`config.mk`:
```
export PLATFORM = sky130hd
export DESIGN_NAME = sgf_cell
export DESIGN_NICKNAME = d
export VERILOG_FILES = /design/src/hdl/sgf_pkg.sv /design/src/hdl/sgf_cell.sv
export SDC_FILE = /design/constraint.sdc
export NUM_CORES = 1
export LEC_CHECK = 0
export ABC_AREA = 1
export BUFFER_PORTS_ARGS = -buffer_cell sky130_fd_sc_hd__buf_4
export CAP_MARGIN = 15
export CORE_MARGIN = 10
export CORE_UTILIZATION = 59
export CTS_CLUSTER_DIAMETER = 120
export DETAILED_ROUTE_END_ITERATION = 8
export HOLD_SLACK_MARGIN = 0.1
export PLACE_DENSITY = 0.87
export SLEW_MARGIN = 20
export SYNTH_ARGS = -nofsm -noshare
export SYNTH_HDL_FRONTEND = slang
export SYNTH_SLANG_ARGS = --single-unit
```
`constraint.sdc`:
```
create_clock -name clk -period 6.9 [get_ports clk]
set_clock_uncertainty 0.15 [all_clocks]
set_input_delay 0.69 -clock clk [delete_from_list [all_inputs] [get_ports clk]]
set_output_delay 0.69 -clock clk [all_outputs]
set_load 0.005 [all_outputs]
```
`src/hdl/sgf_pkg.sv`:
```
// shared types and constants for the savitzky-golay edge-hold core
// no dependencies
`timescale 1ns / 1ps

package sgf_pkg;

	localparam int SAMPLE_W = 16;
	localparam int COEFF_W  = 20;
	localparam int INDEX_W  = 5;
	localparam int HALF_W   = 4;
	localparam int OUT_W    = 24;
	localparam int FRAC_W   = 16;
	localparam int PROD_W   = SAMPLE_W + COEFF_W;

	// action codes
	localparam logic ACT_COEFF  = 1'b0;
	localparam logic ACT_SAMPLE = 1'b1;

	typedef struct packed {
		logic                       action;
		logic [INDEX_W-1:0]         coeff_index;
		logic signed [COEFF_W-1:0]  coeff_value;
		logic signed [SAMPLE_W-1:0] sample_in;
		logic                       last_sample;
	} in_word_t;

	typedef struct packed {
		logic signed [OUT_W-1:0] value_out;
		logic                    too_short;
		logic                    last_out;
	} out_word_t;

	// per-cell control from the top level
	typedef struct packed {
		logic shift;   // sample moves one cell down the line
		logic rotate;  // coefficient ring advances one position
		logic load;    // this cell takes the incoming coefficient
		logic active;  // cell lies inside the current window
	} cell_ctrl_t;

endpackage

```
`src/hdl/sgf_cell.sv`:
```
// one tap cell: sample register, coefficient register, registered product
// depends on sgf_pkg
`timescale 1ns / 1ps

module sgf_cell (
	input  logic                                  clk,
	input  logic                                  arst_n,
	input  sgf_pkg::cell_ctrl_t                   ctrl,
	input  logic signed [sgf_pkg::SAMPLE_W-1:0]   sample_prev,
	input  logic signed [sgf_pkg::COEFF_W-1:0]    coeff_prev,
	input  logic signed [sgf_pkg::COEFF_W-1:0]    coeff_new,
	output logic signed [sgf_pkg::SAMPLE_W-1:0]   sample_q,
	output logic signed [sgf_pkg::COEFF_W-1:0]    coeff_q,
	output logic signed [sgf_pkg::PROD_W-1:0]     prod_s1
);
	import sgf_pkg::*;

	always_ff @(posedge clk or negedge arst_n) begin
		if (!arst_n) begin
			sample_q <= '0;
		end else if (ctrl.shift) begin
			sample_q <= sample_prev;
		end
	end

	always_ff @(posedge clk) begin
		if (ctrl.load) begin
			coeff_q <= coeff_new;
		end else if (ctrl.rotate) begin
			coeff_q <= coeff_prev;
		end
		// signed product at full width
		if (ctrl.active) begin
			prod_s1 <= sample_q * coeff_q;
		end else begin
			prod_s1 <= '0;
		end
	end

endmodule

```
==> results.cfg <==
[global_route]
antenna_found_initial = 0
grt_first_pass_wirelength_mm = 68.7
grt_pass1_vias = 14134
grt_max_degree = 29
grtUsageTotal = 0.262
grt-ovfl-total = 0

[route]
drt_wl_total_mm = 41.3
vias = 12603
dr.pass1.iters = 9
drtIter0Drc = 1052
vias_per_cell = 5.34
wire_per_inst_um = 17.5
ant_nets = 0
drc = 0

[floorplanning]
fp.dieH_um = 180
die-width_um = 180
core_sq_um = 25300
ios = 134
rows = 58
fp.dieArea_sq_um = 32500
initial_core_util = 0.600

[sta]
slew_headroom = 0.320
hold_viol = 0
holdWs_ns = 0.403
fmax_mhz = 158
fin_tns_setup_ns = 0
finalCriticalPeriod_ns = 6.34
maxSlewViolCount = 0
period_share = 0.918
rsz0062_at_grt = no
setup_viol = 0
worstMarginPinSlew_ns = 1.02

[finish]
diodes = 0
final_net_count = 2493
fin_area_sq_um = 16700
post_route_cells_drive_above_1_share = 0.107
area_delta_synth_final_pct = 9.84

[worst_hold_path]
hold_start = sample_prev[0]
hold-path-endpoint = sample_q[0]
holdPathStages = 3
hp-class = in2reg

[setup_path]
crit_top_cell = fa_1
start_kind = flip-flop
r2r_start = sample_q[3]
rrSetupSlack_ns = 0.56
slowest_delay_ns = 0.89
cp_cell_sequence = buf_4, nand2_1, fa_1, fa_1, fa_1, inv_1, fa_1, fa_1, inv_1, fa_1, inv_1, ha_1, nand2_2, inv_1, a21oi_1, nand2_1, a21oi_1, nand2_1, nand2_1, nand2_1, nor2_1
arrival_ns = 6.44
cp_max_fo = 15
critPathKind = reg2reg
rr_endpoint = prod_s1[25]
r2r_cells = 21
cp_slowest_cell = dfrtp_1
cp.required_ns = 7.01
endpoint_kind = flip-flop

[synthesis]
ys_ff_latch = 72
synth-main-ff-cell = dfxtp_1
synth_top_area_frac = 0.420
synth.area.top_cells = fa_1 (42%), inv_1 (14%), nand2_1 (14%)
yosysWarnings = 0
yosys-top-cells-count = inv_1 (576), nand2_1 (558), fa_1 (318)
seq_area_frac_synth = 0.114
synth.largest_area_cell = fa_1
async_reset_ff_frac = 0.222
syn_area_sq_um = 15200
syn_nets = 2414
yosysMostFrequentCell = inv_1
syn_inst = 1944
synth_cell_types = 39
syn_area_per_cell_sq_um = 7.80
synth_edf_count = 20

[job]
drv_cap = 0

[placement]
port_buffers = 133
dp_hpwl_mm = 32.9
gp_congestion = 0.957
placed_area_sq_um = 16400

[clock_network]
path_clk_slew_ns = 0.06
clockBufferDepth = 2
cts-root-buf = clkbuf_16
ctsResizeCount = 0
worst_skew_pair.late_latency_ns = 0.36
cts-htree-levels = 3
cts_sinks = 72
cts_buffers = 9
cts_tree = built

[outcome]
status = complete, no violations
==> state kept, by name (all words and copies together) (netlist names) <==
signal / cells
coeff_q: 20
prod_s1: 36
sample_q: 16
==> critical path: cells and delay by family, from the launching register on <==
family | cells | cell delay [ns]
AND/OR/NAND/NOR | 7 | 0.86
buffers and inverters | 5 | 0.54
AO/OA/AOI/OAI | 2 | 0.39
flip-flops | 1 | 0.89
adder cells (fa/ha/maj) | 7 | 3.41
==> stage by stage <==
| stage | util | setup slack (ns) | instances |
|---|---|---|---|
| after floorplan | - | 1.29 | 1944 |
| after global placement | 0.648 | 0.828 | 2341 |
| after detailed placement | 0.648 | 0.673 | 2341 |
| after CTS | 0.660 | 0.646 | 2358 |
| after global routing | 0.660 | 0.248 | 2358 |
| final | 0.660 | 0.562 | 2358 |
==> cell type report <==
type | instances | area, sq um
sequential | 72 | 1720
multi-input combinational | 1208 | 10900
timing repair buffer | 145 | 1090
fill | 1991 | 8600
tap | 330 | 413
clock inverter | 5 | 30.0
inverter | 587 | 2200
clock buffer | 11 | 254
==> layer usage <==
layer | vias to the layer above | GRT usage | part of all wire | wire (um)
li1 | 5601 | - | - | -
met1 | 6105 | 0.276 | 0.33 | 13600
met2 | 670 | 0.464 | 0.51 | 21200
met3 | 227 | 0.0480 | 0.084 | 3490
met4 | 0 | 0.183 | 0.072 | 2970
met5 | - | 0 | 0 | 0
==> cell families (layout without fill, tap and decap cells) <==
family,Yosys count,in the layout,synth area share
AO/OA/AOI/OAI,78,78,0.0285
XOR/XNOR,6,6,0.00347
adder cells (fa/ha/maj),408,408,0.494
buffers and inverters,664,748,0.165
flip-flops,72,72,0.114
multiplexers,14,14,0.0104
AND/OR/NAND/NOR,702,702,0.185
==> layout by cell type, fill, tap and decap left out, types with 3 or more instances in the layout <==
| cell type | Yosys | routed |
|---|---|---|
| mux2_2 | 14 | 14 |
| clkbuf_16 | 0 | 10 |
| a21oi_1 | 44 | 44 |
| a21oi_2 | 3 | 3 |
| or2_2 | 3 | 3 |
| dfxtp_1 | 36 | 36 |
| xnor2_1 | 4 | 4 |
| inv_1 | 576 | 576 |
| nor3_1 | 4 | 4 |
| and2_1 | 3 | 3 |
| o21ai_0 | 17 | 17 |
| nor3_2 | 3 | 3 |
| dfrtp_1 | 16 | 16 |
| nand2_2 | 16 | 16 |
| ha_1 | 90 | 90 |
| nand2_1 | 558 | 558 |
| buf_4 | 1 | 144 |
| nor2_2 | 3 | 3 |
| o21bai_1 | 5 | 5 |
| inv_2 | 9 | 9 |
| edfxtp_1 | 20 | 20 |
| nor2_1 | 76 | 76 |
| clkinv_2 | 0 | 3 |
| fa_1 | 318 | 318 |
| nand3_1 | 25 | 25 |
| o21a_1 | 5 | 5 |
==> how the worst max path moves through the flow <==
stage | start | to | slack (ns)
finish | sample_q[3] | prod_s1[25] | 0.56
global route | coeff_q[19] | prod_s1[33] | 0.25
CTS | coeff_q[19] | prod_s1[28] | 0.65
detailed placement | sample_q[3] | prod_s1[25] | 0.67
global placement | coeff_q[19] | prod_s1[28] | 0.83
floorplan | sample_q[1] | prod_s1[33] | 1.29
==> timing repair <==
action                     4_1_cts  5_1_grt
hold endpoints to repair        16        0
setup buffers                    0        0
hold buffers                     1        0
setup endpoints to repair        0        0
Power is left out: the tool's default activity adds up to more than one toggle a clock period on the data nets, which glitch-free logic cannot reach.
